`config.mk`:
```
export PLATFORM = sky130hd
export DESIGN_NAME = virtq_block_request_engine_flat
export DESIGN_NICKNAME = d
export VERILOG_FILES = /design/src/hdl/vbre_pkg.sv /design/src/hdl/vbre_if.sv /design/src/hdl/vbre_cfg.sv /design/src/hdl/vbre_link_mem.sv /design/src/hdl/virtq_block_request_engine.sv /design/src/flat_wrapper.sv
export VERILOG_INCLUDE_DIRS = /design/src /design/src/hdl
export SDC_FILE = /design/constraint.sdc
export NUM_CORES = 2
export LEC_CHECK = 0
export ABC_AREA = 1
export BUFFER_PORTS_ARGS = -buffer_cell sky130_fd_sc_hd__buf_2
export CORE_MARGIN = 1
export CORE_UTILIZATION = 25
export DETAILED_ROUTE_END_ITERATION = 16
export PLACE_DENSITY_LB_ADDON = 0.05
export SYNTH_ARGS = -nofsm -noshare
export SYNTH_HDL_FRONTEND = slang
export SYNTH_SLANG_ARGS = --single-unit
export TNS_END_PERCENT = 10
```
`constraint.sdc`:
```
create_clock -name i_clk -period 18.8 [get_ports i_clk]
set_clock_uncertainty 0.05 [all_clocks]
set_input_delay 0.94 -clock i_clk [delete_from_list [all_inputs] [get_ports i_clk]]
set_output_delay 0.94 -clock i_clk [all_outputs]
set_load 0.02 [all_outputs]
```
`src/hdl/virtq_block_request_engine_assert.svh`:
```
// assertion macros shared by the request engine
`ifndef VIRTQ_BLOCK_REQUEST_ENGINE_ASSERT_SVH
`define VIRTQ_BLOCK_REQUEST_ENGINE_ASSERT_SVH

// same-cycle implication, disabled during reset
`define VBRE_ASSERT_HOLD(label, clk, rst_n, ante, cons, msg) \
    label: assert property (@(posedge clk) disable iff (!rst_n) (ante) |-> (cons)) \
        else $error(msg);

// next-cycle implication, disabled during reset
`define VBRE_ASSERT_NEXT(label, clk, rst_n, ante, cons, msg) \
    label: assert property (@(posedge clk) disable iff (!rst_n) (ante) |=> (cons)) \
        else $error(msg);

`endif

```
`src/hdl/vbre_pkg.sv`:
```
package vbre_pkg;

    // queue geometry
    localparam int QUEUE_SIZE = 8;
    localparam int IDX_W      = $clog2(QUEUE_SIZE);
    localparam int CHAIN_LEN  = 3;
    localparam int CNT_W      = $clog2(CHAIN_LEN + 1);

    // field widths
    localparam int ADDR_W     = 64;
    localparam int LEN_W      = 17;
    localparam int BN_W       = 32;
    localparam int STRIDE_W   = 7;
    localparam int SPB_W      = 7;
    localparam int STATUS_W   = 8;
    localparam int AVAIL_W    = 16;
    localparam int FLAG_W     = 2;
    localparam int SECTOR_W   = 64;
    localparam int PROD_W     = BN_W + SPB_W;
    localparam int OFF_W      = STRIDE_W + IDX_W;
    localparam int HDR_SHIFT  = 4;
    localparam int HDR_BYTES  = 16;

    // configuration port
    localparam int CFG_IDX_W  = 3;
    localparam int CFG_DATA_W = 64;

    typedef enum logic [CFG_IDX_W-1:0] {
        CFG_HEADER_BASE       = 3'd0,
        CFG_STATUS_BASE       = 3'd1,
        CFG_STATUS_STRIDE     = 3'd2,
        CFG_SECTORS_PER_BLOCK = 3'd3,
        CFG_DATA_LENGTH       = 3'd4
    } t_cfg_reg;

    localparam logic [STRIDE_W-1:0] RST_STATUS_STRIDE = 7'd16;
    localparam logic [SPB_W-1:0]    RST_SPB           = 7'd8;
    localparam logic [LEN_W-1:0]    RST_DATA_LENGTH   = 17'd4096;

    // item modes
    localparam logic MODE_SUBMIT   = 1'b0;
    localparam logic MODE_COMPLETE = 1'b1;

    // descriptor flags
    localparam logic [FLAG_W-1:0] FLAG_NONE  = 2'b00;
    localparam logic [FLAG_W-1:0] FLAG_NEXT  = 2'b01;
    localparam logic [FLAG_W-1:0] FLAG_WRITE = 2'b10;

    // result kinds
    typedef enum logic [2:0] {
        KIND_HEADER    = 3'd0,
        KIND_DESC      = 3'd1,
        KIND_AVAIL     = 3'd2,
        KIND_NO_DESC   = 3'd3,
        KIND_DONE_OK   = 3'd4,
        KIND_DEV_ERR   = 3'd5,
        KIND_CHAIN_ERR = 3'd6
    } t_kind;

    typedef struct packed {
        logic [ADDR_W-1:0]   header_base;
        logic [ADDR_W-1:0]   status_base;
        logic [STRIDE_W-1:0] status_stride;
        logic [SPB_W-1:0]    sectors_per_block;
        logic [LEN_W-1:0]    data_length;
    } t_cfg;

    // one link memory entry
    typedef struct packed {
        logic [FLAG_W-1:0] flags;
        logic [IDX_W-1:0]  next;
    } t_link;

    typedef struct packed {
        logic                               ok;
        logic [CHAIN_LEN-1:0][IDX_W-1:0]    idx;
    } t_alloc;

    typedef struct packed {
        t_kind               kind;
        logic [IDX_W-1:0]    desc_index;
        logic [ADDR_W-1:0]   address;
        logic [LEN_W-1:0]    length;
        logic [FLAG_W-1:0]   flags;
        logic [IDX_W-1:0]    next_index;
        logic                req_type;
        logic [SECTOR_W-1:0] sector;
        logic [IDX_W-1:0]    ring_slot;
        logic [AVAIL_W-1:0]  avail_count;
        logic                last;
    } t_rsp;

    // pick the three lowest free descriptors
    function automatic t_alloc find_free(input logic [QUEUE_SIZE-1:0] free);
        t_alloc           a;
        logic [CNT_W-1:0] cnt;
        a   = '0;
        cnt = '0;
        for (int i = 0; i < QUEUE_SIZE; i++) begin
            if (free[i] && (cnt < CNT_W'(CHAIN_LEN))) begin
                a.idx[cnt] = IDX_W'(i);
                cnt        = cnt + CNT_W'(1);
            end
        end
        a.ok = (cnt == CNT_W'(CHAIN_LEN));
        return a;
    endfunction

endpackage

```
`src/hdl/vbre_if.sv`:
```
// request channel
interface vbre_req_if;
    logic                          valid;
    logic                          ready;
    logic                          mode;
    logic                          is_write;
    logic [vbre_pkg::BN_W-1:0]     block_number;
    logic [vbre_pkg::ADDR_W-1:0]   page_address;
    logic [vbre_pkg::IDX_W-1:0]    used_id;
    logic [vbre_pkg::STATUS_W-1:0] device_status;

    modport source (
        output valid, mode, is_write, block_number, page_address, used_id, device_status,
        input  ready
    );
    modport sink (
        input  valid, mode, is_write, block_number, page_address, used_id, device_status,
        output ready
    );
endinterface

// result channel
interface vbre_rsp_if;
    logic                          valid;
    logic                          ready;
    logic [2:0]                    kind;
    logic [vbre_pkg::IDX_W-1:0]    desc_index;
    logic [vbre_pkg::ADDR_W-1:0]   address;
    logic [vbre_pkg::LEN_W-1:0]    length;
    logic [vbre_pkg::FLAG_W-1:0]   flags;
    logic [vbre_pkg::IDX_W-1:0]    next_index;
    logic                          req_type;
    logic [vbre_pkg::SECTOR_W-1:0] sector;
    logic [vbre_pkg::IDX_W-1:0]    ring_slot;
    logic [vbre_pkg::AVAIL_W-1:0]  avail_count;
    logic                          last;

    modport source (
        output valid, kind, desc_index, address, length, flags, next_index, req_type,
               sector, ring_slot, avail_count, last,
        input  ready
    );
    modport sink (
        input  valid, kind, desc_index, address, length, flags, next_index, req_type,
               sector, ring_slot, avail_count, last,
        output ready
    );
endinterface

```
`src/hdl/vbre_cfg.sv`:
```
module vbre_cfg (
    input  logic                              i_clk,
    input  logic                              i_rst_n,
    input  logic                              i_cfg_we,
    input  logic [vbre_pkg::CFG_IDX_W-1:0]    i_cfg_index,
    input  logic [vbre_pkg::CFG_DATA_W-1:0]   i_cfg_data,
    output vbre_pkg::t_cfg                    o_cfg
);

    vbre_pkg::t_cfg r_cfg;

    // register writes, masked to each register's width
    always_ff @(posedge i_clk) begin
        if (!i_rst_n) begin
            r_cfg.header_base       <= '0;
            r_cfg.status_base       <= '0;
            r_cfg.status_stride     <= vbre_pkg::RST_STATUS_STRIDE;
            r_cfg.sectors_per_block <= vbre_pkg::RST_SPB;
            r_cfg.data_length       <= vbre_pkg::RST_DATA_LENGTH;
        end else if (i_cfg_we) begin
            unique case (i_cfg_index)
                vbre_pkg::CFG_HEADER_BASE: begin
                    r_cfg.header_base <= i_cfg_data[vbre_pkg::ADDR_W-1:0];
                end
                vbre_pkg::CFG_STATUS_BASE: begin
                    r_cfg.status_base <= i_cfg_data[vbre_pkg::ADDR_W-1:0];
                end
                vbre_pkg::CFG_STATUS_STRIDE: begin
                    r_cfg.status_stride <= i_cfg_data[vbre_pkg::STRIDE_W-1:0];
                end
                vbre_pkg::CFG_SECTORS_PER_BLOCK: begin
                    r_cfg.sectors_per_block <= i_cfg_data[vbre_pkg::SPB_W-1:0];
                end
                vbre_pkg::CFG_DATA_LENGTH: begin
                    r_cfg.data_length <= i_cfg_data[vbre_pkg::LEN_W-1:0];
                end
                default: begin
                    r_cfg <= r_cfg;
                end
            endcase
        end
    end

    assign o_cfg = r_cfg;

endmodule

```
`src/hdl/vbre_link_mem.sv`:
```
module vbre_link_mem (
    input  logic                           i_clk,
    input  logic                           i_we,
    input  logic [vbre_pkg::IDX_W-1:0]     i_waddr,
    input  vbre_pkg::t_link                i_wdata,
    input  logic [vbre_pkg::IDX_W-1:0]     i_raddr,
    output vbre_pkg::t_link                o_rdata
);

    vbre_pkg::t_link mem [vbre_pkg::QUEUE_SIZE];
    vbre_pkg::t_link r_rdata;

    // one write port, one registered read port
    always_ff @(posedge i_clk) begin
        if (i_we) begin
            mem[i_waddr] <= i_wdata;
        end
        r_rdata <= mem[i_raddr];
    end

    assign o_rdata = r_rdata;

endmodule

```
`src/hdl/virtq_block_request_engine.sv`:
```
// Block request engine for a split virtqueue, driver side. Descriptor flags and next links
// live in a small link memory with one write port and one registered read port; the free
// map and the avail index are registers. One item is worked at a time, but a new item is
// taken while the last result still waits in the output register. A submit steps through
// accept, a step for the sector product, the header address and the status offset, then
// five result beats, one a cycle unless the output stalls, during which the three chain
// entries are written to the link memory. When fewer than three descriptors are free a
// submit is accepted and gives one no-descriptor result. A completion walks the chain:
// each descriptor that passes the free and repeat check takes a link memory read, then a
// link check; a descriptor that fails that check ends the walk. The walk follows accept
// and ends in one result beat. Output back-pressure can stall result beats. No clearing
// pass is needed after reset.
`include "virtq_block_request_engine_assert.svh"

module virtq_block_request_engine (
    input  logic                            i_clk,
    input  logic                            i_rst_n,
    input  logic                            i_cfg_we,
    input  logic [vbre_pkg::CFG_IDX_W-1:0]  i_cfg_index,
    input  logic [vbre_pkg::CFG_DATA_W-1:0] i_cfg_data,
    vbre_req_if.sink                        i_req,
    vbre_rsp_if.source                      o_rsp
);

    localparam logic [2:0] STEP_HEADER = 3'd0;
    localparam logic [2:0] STEP_HDESC  = 3'd1;
    localparam logic [2:0] STEP_DDESC  = 3'd2;
    localparam logic [2:0] STEP_SDESC  = 3'd3;
    localparam logic [2:0] STEP_AVAIL  = 3'd4;

    typedef enum logic [2:0] {
        S_IDLE,
        S_CALC,
        S_EMIT,
        S_FULL,
        S_WALK,
        S_CHK,
        S_END
    } t_state;

    t_state                               r_state;
    logic [2:0]                           r_step;
    logic [vbre_pkg::QUEUE_SIZE-1:0]      r_free;
    logic [vbre_pkg::AVAIL_W-1:0]         r_avail;
    vbre_pkg::t_alloc                     r_alloc;
    logic                                 r_is_write;
    logic [vbre_pkg::BN_W-1:0]            r_block;
    logic [vbre_pkg::ADDR_W-1:0]          r_page;
    logic [vbre_pkg::IDX_W-1:0]           r_head;
    logic [vbre_pkg::STATUS_W-1:0]        r_status;
    logic [vbre_pkg::PROD_W-1:0]          r_sector;
    logic [vbre_pkg::ADDR_W-1:0]          r_hdr_addr;
    logic [vbre_pkg::OFF_W-1:0]           r_stat_off;
    logic [vbre_pkg::IDX_W-1:0]           r_cur;
    logic [vbre_pkg::QUEUE_SIZE-1:0]      r_visit;
    logic [vbre_pkg::CNT_W-1:0]           r_n;
    logic                                 r_good;
    logic                                 r_out_valid;
    vbre_pkg::t_rsp                       r_out;

    vbre_pkg::t_cfg                       w_cfg;
    vbre_pkg::t_alloc                     w_alloc;
    vbre_pkg::t_link                      w_link;
    vbre_pkg::t_link                      w_wdata;
    vbre_pkg::t_rsp                       n_beat;
    logic [vbre_pkg::CNT_W-1:0]           n_count;
    logic                                 w_out_free;
    logic                                 w_emit;
    logic                                 w_load;
    logic                                 w_mem_we;
    logic                                 w_walk_bad;

    // configuration registers
    vbre_cfg u_cfg (
        .i_clk       (i_clk),
        .i_rst_n     (i_rst_n),
        .i_cfg_we    (i_cfg_we),
        .i_cfg_index (i_cfg_index),
        .i_cfg_data  (i_cfg_data),
        .o_cfg       (w_cfg)
    );

    // flags and next link of every descriptor
    vbre_link_mem u_link_mem (
        .i_clk   (i_clk),
        .i_we    (w_mem_we),
        .i_waddr (n_beat.desc_index),
        .i_wdata (w_wdata),
        .i_raddr (r_cur),
        .o_rdata (w_link)
    );

    // lowest three free descriptors
    assign w_alloc = vbre_pkg::find_free(r_free);

    // output register handshake
    assign w_out_free = !r_out_valid || o_rsp.ready;
    assign w_emit     = (r_state == S_EMIT) || (r_state == S_FULL) || (r_state == S_END);
    assign w_load     = w_emit && w_out_free;

    // chain entries go to the link memory as their descriptor beats are loaded
    assign w_mem_we = w_load && (r_state == S_EMIT) &&
                      ((r_step == STEP_HDESC) || (r_step == STEP_DDESC) ||
                       (r_step == STEP_SDESC));
    assign w_wdata.flags = n_beat.flags;
    assign w_wdata.next  = n_beat.next_index;

    // walk checks: out of range, already free, or seen before in this chain
    assign w_walk_bad = r_free[r_cur] || r_visit[r_cur] ||
                        ({1'b0, r_cur} >= (vbre_pkg::IDX_W + 1)'(vbre_pkg::QUEUE_SIZE));
    assign n_count    = r_n + vbre_pkg::CNT_W'(1);

    // next result beat
    always_comb begin
        n_beat = '0;
        unique case (r_state)
            S_EMIT: begin
                unique case (r_step)
                    STEP_HEADER: begin
                        n_beat.kind       = vbre_pkg::KIND_HEADER;
                        n_beat.desc_index = r_alloc.idx[0];
                        n_beat.address    = r_hdr_addr;
                        n_beat.req_type   = r_is_write;
                        n_beat.sector     = vbre_pkg::SECTOR_W'(r_sector);
                    end
                    STEP_HDESC: begin
                        n_beat.kind       = vbre_pkg::KIND_DESC;
                        n_beat.desc_index = r_alloc.idx[0];
                        n_beat.address    = r_hdr_addr;
                        n_beat.length     = vbre_pkg::LEN_W'(vbre_pkg::HDR_BYTES);
                        n_beat.flags      = vbre_pkg::FLAG_NEXT;
                        n_beat.next_index = r_alloc.idx[1];
                    end
                    STEP_DDESC: begin
                        n_beat.kind       = vbre_pkg::KIND_DESC;
                        n_beat.desc_index = r_alloc.idx[1];
                        n_beat.address    = r_page;
                        n_beat.length     = w_cfg.data_length;
                        n_beat.flags      = vbre_pkg::FLAG_NEXT |
                                            (r_is_write ? vbre_pkg::FLAG_NONE
                                                        : vbre_pkg::FLAG_WRITE);
                        n_beat.next_index = r_alloc.idx[2];
                    end
                    STEP_SDESC: begin
                        n_beat.kind       = vbre_pkg::KIND_DESC;
                        n_beat.desc_index = r_alloc.idx[2];
                        n_beat.address    = w_cfg.status_base +
                                            vbre_pkg::ADDR_W'(r_stat_off);
                        n_beat.length     = vbre_pkg::LEN_W'(1);
                        n_beat.flags      = vbre_pkg::FLAG_WRITE;
                    end
                    default: begin
                        n_beat.kind        = vbre_pkg::KIND_AVAIL;
                        n_beat.desc_index  = r_alloc.idx[0];
                        n_beat.ring_slot   = r_avail[vbre_pkg::IDX_W-1:0];
                        n_beat.avail_count = r_avail + vbre_pkg::AVAIL_W'(1);
                        n_beat.last        = 1'b1;
                    end
                endcase
            end
            S_FULL: begin
                n_beat.kind = vbre_pkg::KIND_NO_DESC;
                n_beat.last = 1'b1;
            end
            S_END: begin
                n_beat.desc_index = r_head;
                n_beat.last       = 1'b1;
                if (!r_good) begin
                    n_beat.kind = vbre_pkg::KIND_CHAIN_ERR;
                end else if (r_status == '0) begin
                    n_beat.kind = vbre_pkg::KIND_DONE_OK;
                end else begin
                    n_beat.kind = vbre_pkg::KIND_DEV_ERR;
                end
            end
            default: begin
                n_beat = '0;
            end
        endcase
    end

    // sequencer, free map, avail index and output register
    always_ff @(posedge i_clk) begin
        if (!i_rst_n) begin
            r_state     <= S_IDLE;
            r_step      <= STEP_HEADER;
            r_free      <= '1;
            r_avail     <= '0;
            r_out_valid <= 1'b0;
        end else begin
            if (w_load) begin
                r_out_valid <= 1'b1;
                r_out       <= n_beat;
            end else if (o_rsp.ready) begin
                r_out_valid <= 1'b0;
            end

            unique case (r_state)
                S_IDLE: begin
                    if (i_req.valid) begin
                        r_is_write <= i_req.is_write;
                        r_block    <= i_req.block_number;
                        r_page     <= i_req.page_address;
                        r_head     <= i_req.used_id;
                        r_status   <= i_req.device_status;
                        r_cur      <= i_req.used_id;
                        r_visit    <= '0;
                        r_n        <= '0;
                        r_good     <= 1'b1;
                        r_alloc    <= w_alloc;
                        if (i_req.mode == vbre_pkg::MODE_COMPLETE) begin
                            r_state <= S_WALK;
                        end else if (w_alloc.ok) begin
                            r_free[w_alloc.idx[0]] <= 1'b0;
                            r_free[w_alloc.idx[1]] <= 1'b0;
                            r_free[w_alloc.idx[2]] <= 1'b0;
                            r_state                <= S_CALC;
                        end else begin
                            r_state <= S_FULL;
                        end
                    end
                end
                S_CALC: begin
                    r_sector   <= vbre_pkg::PROD_W'(r_block) *
                                  vbre_pkg::PROD_W'(w_cfg.sectors_per_block);
                    r_hdr_addr <= w_cfg.header_base +
                                  (vbre_pkg::ADDR_W'(r_alloc.idx[0]) << vbre_pkg::HDR_SHIFT);
                    r_stat_off <= vbre_pkg::OFF_W'(w_cfg.status_stride) *
                                  vbre_pkg::OFF_W'(r_alloc.idx[0]);
                    r_step     <= STEP_HEADER;
                    r_state    <= S_EMIT;
                end
                S_EMIT: begin
                    if (w_load) begin
                        if (r_step == STEP_AVAIL) begin
                            r_avail <= r_avail + vbre_pkg::AVAIL_W'(1);
                            r_state <= S_IDLE;
                        end else begin
                            r_step <= r_step + 3'd1;
                        end
                    end
                end
                S_FULL: begin
                    if (w_load) begin
                        r_state <= S_IDLE;
                    end
                end
                S_WALK: begin
                    if (w_walk_bad) begin
                        r_good  <= 1'b0;
                        r_state <= S_END;
                    end else begin
                        r_state <= S_CHK;
                    end
                end
                S_CHK: begin
                    r_visit[r_cur] <= 1'b1;
                    r_n            <= n_count;
                    if ((w_link.flags & vbre_pkg::FLAG_NEXT) == vbre_pkg::FLAG_NONE) begin
                        r_state <= S_END;
                    end else if (n_count >= vbre_pkg::CNT_W'(vbre_pkg::CHAIN_LEN)) begin
                        r_good  <= 1'b0;
                        r_state <= S_END;
                    end else begin
                        r_cur   <= w_link.next;
                        r_state <= S_WALK;
                    end
                end
                S_END: begin
                    if (w_load) begin
                        if (r_good) begin
                            r_free <= r_free | r_visit;
                        end
                        r_state <= S_IDLE;
                    end
                end
            endcase
        end
    end

    // port wiring
    assign i_req.ready       = (r_state == S_IDLE);
    assign o_rsp.valid       = r_out_valid;
    assign o_rsp.kind        = r_out.kind;
    assign o_rsp.desc_index  = r_out.desc_index;
    assign o_rsp.address     = r_out.address;
    assign o_rsp.length      = r_out.length;
    assign o_rsp.flags       = r_out.flags;
    assign o_rsp.next_index  = r_out.next_index;
    assign o_rsp.req_type    = r_out.req_type;
    assign o_rsp.sector      = r_out.sector;
    assign o_rsp.ring_slot   = r_out.ring_slot;
    assign o_rsp.avail_count = r_out.avail_count;
    assign o_rsp.last        = r_out.last;

    // claimed descriptors stay out of the free map while their beats go out
    `VBRE_ASSERT_HOLD(a_claim_held, i_clk, i_rst_n, (r_state == S_CALC) || (r_state == S_EMIT), !r_free[r_alloc.idx[0]] && !r_free[r_alloc.idx[1]] && !r_free[r_alloc.idx[2]], "claimed descriptor marked free")

    // a pending avail beat always shows the current avail index
    `VBRE_ASSERT_HOLD(a_avail_match, i_clk, i_rst_n, r_out_valid && (r_out.kind == vbre_pkg::KIND_AVAIL), r_out.avail_count == r_avail, "avail beat out of step with avail index")

    // a good completion returns descriptors to the free map
    `VBRE_ASSERT_NEXT(a_free_grows, i_clk, i_rst_n, (r_state == S_END) && w_load && r_good, $countones(r_free) > $past($countones(r_free)), "completed chain freed nothing")

endmodule
```
`src/flat_wrapper.sv`:
```
// flat-port wrapper written by rule: the top's interface ports become plain ports
module virtq_block_request_engine_flat 
  (i_clk, i_rst_n, i_cfg_we, i_cfg_index, i_cfg_data, i_req_valid, i_req_mode, i_req_is_write, i_req_block_number, i_req_page_address, i_req_used_id, i_req_device_status, i_req_ready, o_rsp_valid, o_rsp_kind, o_rsp_desc_index, o_rsp_address, o_rsp_length, o_rsp_flags, o_rsp_next_index, o_rsp_req_type, o_rsp_sector, o_rsp_ring_slot, o_rsp_avail_count, o_rsp_last, o_rsp_ready);
  vbre_req_if i_req_i ();
  vbre_rsp_if o_rsp_i ();
  input  logic i_clk;
  input  logic i_rst_n;
  input  logic i_cfg_we;
  input  logic [vbre_pkg::CFG_IDX_W-1:0] i_cfg_index;
  input  logic [vbre_pkg::CFG_DATA_W-1:0] i_cfg_data;
  input wire logic [$bits(i_req_i.valid)-1:0] i_req_valid;
  input wire logic [$bits(i_req_i.mode)-1:0] i_req_mode;
  input wire logic [$bits(i_req_i.is_write)-1:0] i_req_is_write;
  input wire logic [$bits(i_req_i.block_number)-1:0] i_req_block_number;
  input wire logic [$bits(i_req_i.page_address)-1:0] i_req_page_address;
  input wire logic [$bits(i_req_i.used_id)-1:0] i_req_used_id;
  input wire logic [$bits(i_req_i.device_status)-1:0] i_req_device_status;
  output wire logic [$bits(i_req_i.ready)-1:0] i_req_ready;
  output wire logic [$bits(o_rsp_i.valid)-1:0] o_rsp_valid;
  output wire logic [$bits(o_rsp_i.kind)-1:0] o_rsp_kind;
  output wire logic [$bits(o_rsp_i.desc_index)-1:0] o_rsp_desc_index;
  output wire logic [$bits(o_rsp_i.address)-1:0] o_rsp_address;
  output wire logic [$bits(o_rsp_i.length)-1:0] o_rsp_length;
  output wire logic [$bits(o_rsp_i.flags)-1:0] o_rsp_flags;
  output wire logic [$bits(o_rsp_i.next_index)-1:0] o_rsp_next_index;
  output wire logic [$bits(o_rsp_i.req_type)-1:0] o_rsp_req_type;
  output wire logic [$bits(o_rsp_i.sector)-1:0] o_rsp_sector;
  output wire logic [$bits(o_rsp_i.ring_slot)-1:0] o_rsp_ring_slot;
  output wire logic [$bits(o_rsp_i.avail_count)-1:0] o_rsp_avail_count;
  output wire logic [$bits(o_rsp_i.last)-1:0] o_rsp_last;
  input wire logic [$bits(o_rsp_i.ready)-1:0] o_rsp_ready;
  assign i_req_i.valid = i_req_valid;
  assign i_req_i.mode = i_req_mode;
  assign i_req_i.is_write = i_req_is_write;
  assign i_req_i.block_number = i_req_block_number;
  assign i_req_i.page_address = i_req_page_address;
  assign i_req_i.used_id = i_req_used_id;
  assign i_req_i.device_status = i_req_device_status;
  assign i_req_ready = i_req_i.ready;
  assign o_rsp_valid = o_rsp_i.valid;
  assign o_rsp_kind = o_rsp_i.kind;
  assign o_rsp_desc_index = o_rsp_i.desc_index;
  assign o_rsp_address = o_rsp_i.address;
  assign o_rsp_length = o_rsp_i.length;
  assign o_rsp_flags = o_rsp_i.flags;
  assign o_rsp_next_index = o_rsp_i.next_index;
  assign o_rsp_req_type = o_rsp_i.req_type;
  assign o_rsp_sector = o_rsp_i.sector;
  assign o_rsp_ring_slot = o_rsp_i.ring_slot;
  assign o_rsp_avail_count = o_rsp_i.avail_count;
  assign o_rsp_last = o_rsp_i.last;
  assign o_rsp_i.ready = o_rsp_ready;
  virtq_block_request_engine u_core (.i_clk(i_clk), .i_rst_n(i_rst_n), .i_cfg_we(i_cfg_we), .i_cfg_index(i_cfg_index), .i_cfg_data(i_cfg_data), .i_req(i_req_i), .o_rsp(o_rsp_i));
endmodule
```
==> flow_summary.json <==
{
  "status": "complete, no violations",
  "place_area_um2": 39540,
  "synthTopCellsByArea": "edfxtp_1 36%, dfxtp_1 11%, fa_1 8.8%, nand2_1 8.5%, inv_1 7.5%",
  "finalNonFillerCells": 6377,
  "crit_path_max_fanout": 7,
  "clock_tree.root_cell": "clkbuf_16",
  "clk_latency_ns": 0.72,
  "min_from": "i_req_page_address[58]",
  "core-area_um2": 141800,
  "startpoint": "u_core.r_free[2]$_SDFFE_PN1P_",
  "required_ns": 19.30,
  "first_pass_iters": 5,
  "cts_hold_buf": 0,
  "cts_max_path_buffers": 3,
  "fp.dieArea_um2": 144700,
  "layout_common_cells": "810 x nand2_1, 711 x inv_1, 428 x edfxtp_1, 388 x nor2_1, 333 x buf_2",
  "hold_ws_ns": 0.3456,
  "power_density_nw_per_um2": 107.8,
  "layout_commonest_cell": "nand2_1",
  "grt_antenna_before_repair": 13,
  "yosysUniqueCellTypes": 59,
  "async_flop_share_pct": 0,
  "maxCapViolCount": 0,
  "worstRegToRegCells": 35,
  "grt_pass1_wl_um": 193700,
  "finalCritPeriodShare_pct": 31.58,
  "rsz0062_at_grt": "no",
  "place_congestion": 0.8982,
  "port_buffers": 334,
  "io_pins": 360,
  "grt_max_degree": 94,
  "vias_per_cell": 4.414,
  "synth_top_area_share_pct": 35.91,
  "die_y_um": 380.4,
  "synth_top_flop_cell": "edfxtp_1",
  "final_nets": 4855,
  "post-cts-setup-buffers": 0,
  "slew_headroom_pct": 25.25,
  "leakagePower_nw": 18.67,
  "cts_resized": 0,
  "die_w_um": 380.4,
  "fmaxAchievable_mhz": 168.4,
  "cts_tree": "built",
  "hold_viol_final": 0,
  "finalMaxSlewViolations": 0,
  "final_area_um2": 42390,
  "drive_gt1_share_pct": 12.83,
  "syn_area_um2": 35790,
  "r2r-start": "u_core.r_free[2]$_SDFFE_PN1P_",
  "clock_sinks": 622,
  "fin_setup_tns_ns": 0,
  "synth_edf_count": 428,
  "routedWlPerCell_um": 20.29,
  "drc": 0,
  "ys_seq_area_share_pct": 46.76,
  "critPathMaxStageDelay_ns": 0.63,
  "worstPathArrival_ns": 6.43,
  "critical-path-slowest-cell": "fa_1",
  "grt_pass1_vias": 29760,
  "numCtsBuffers": 85,
  "vias": 28150,
  "drtIter0Drc": 1485,
  "cp-start-kind": "flop",
  "routed_wirelength_um": 129400,
  "finalSetupViolations": 0,
  "ant_nets": 0,
  "synth_seq_cells": 622,
  "crit_type": "flop to flop",
  "endpoint_kind": "flop",
  "rows": 138,
  "nFillCells": 15210,
  "syn2layout_area_growth_pct": 18.43,
  "period_minus_slack_ns": 5.938,
  "avgSynthCellArea_um2": 8.764,
  "synth_top_area_cell": "edfxtp_1",
  "dp_hpwl_um": 99740,
  "cts_max_level": 3,
  "crit_top_cell": "inv_1",
  "ir_drop_uv": 67.33,
  "syn_inst": 4084,
  "hold_depth": 1,
  "grt_use_total_pct": 17.89,
  "grt_overflow": 0,
  "start_util_pct": 25.25,
  "placed_cells": 6213,
  "path_clk_slew_ns": 0.06,
  "tightest_slew_ns": 1.121,
  "ys_warn_count": 0,
  "min_path_type": "input pin to flop",
  "fin_total_pwr_mw": 4.568
}
## power breakdown
group / internal, mW / switching, mW
clock network: 0.952 / 0.681
logic: 0.323 / 0.829
registers: 1.68 / 0.104
## Yosys cell counts (6+ instances only)
library cell    n
nand2_1       810
nand2_2        13
ha_1          106
xnor2_1        30
o21ai_0       239
clkbuf_1      112
or2_2          18
buf_4          26
edfxtp_1      428
nor2_2         12
a31oi_1        63
fa_1          158
a22o_1          8
xor2_1         82
nor4_1         22
o211ai_1        8
nand4_1        52
buf_2           7
nand3_1       203
a21o_1          6
a21oi_1       210
dfxtp_1       194
inv_1         712
a221oi_1        7
nor2_1        394
nor3_1         73
o21a_1          8
## final timing paths
kind / to / slack [ns]
hold / removal: u_core.r_page[58]$_DFFE_PP_ / 0.35
setup reg to reg: u_core.r_free[5]$_SDFFE_PN1P_ / 12.86
setup / recovery: u_core.r_free[5]$_SDFFE_PN1P_ / 12.86
hold reg to reg: u_core.r_hdr_addr[1]$_DFFE_PP_ / 0.38
## area by class of cell
class	count	area, um^2	share of cell area [%]
well taps	1890	2365	5.579
diodes	5	12.51	0.02952
clock buffers	126	2401	5.665
repair buffers	362	1888	4.454
inverters	720	2705	6.382
clock inverters	33	432.9	1.021
flip-flops and latches	622	16740	39.50
multi-input cells	2619	15840	37.37
## worst max-delay path, delay by kind of cell (launching register included)
kind                     cells  cell delay, ns
buffers and inverters        9            0.90
adder cells (fa/ha/maj)      5            1.47
AND/OR/NAND/NOR             21            2.80
flip-flops                   1            0.49
## sequential cells by signal (all words and copies together), names as in the netlist, 4 cells and up
signal / flops
u_core.o_rsp.address: 64
u_core.o_rsp.sector: 39
u_core.r_alloc: 9
u_core.r_free: 8
u_core.r_sector: 39
u_core.u_link_mem.mem: 32
u_core.o_rsp.length: 17
u_core.r_stat_off: 10
u_core.u_cfg.o_cfg: 159
u_core.r_block: 32
u_core.r_avail: 16
u_core.r_visit: 8
u_core.o_rsp.avail_count: 16
u_core.r_hdr_addr: 64
u_core.r_page: 64
u_core.u_link_mem.o_rdata: 4
u_core.r_status: 8
## through the flow
| stage | utilization (%) | setup slack [ns] |
|---|---|---|
| detailed placement | 27.89 | 12.97 |
| global route | 29.90 | 12.22 |
| finish | 29.90 | 12.86 |
| global placement | 27.89 | 13.13 |
| floorplan | - | 10.59 |
| CTS | 29.89 | 12.91 |
## logic make-up after synthesis
group,after synthesis,share of synthesized area (%)
AND/OR/NAND/NOR,1633,19.56
buffers and inverters,867,9.390
flip-flops,622,46.76
AO/OA/AOI/OAI,585,8.995
adder cells (fa/ha/maj),264,12.54
XOR/XNOR,112,2.741
other,1,0.01048
## layer usage
| layer | global-route usage, % | vias up | wire [um] |
|---|---|---|---|
| li1 | - | 13880 | - |
| met1 | 21.66 | 13570 | 55180 |
| met2 | 32.43 | 525 | 66010 |
| met3 | 2.576 | 165 | 4333 |
| met4 | 5.399 | 6 | 3820 |
| met5 | 0 | - | 46 |
Note: power is estimated with default switching activity, not from simulation.
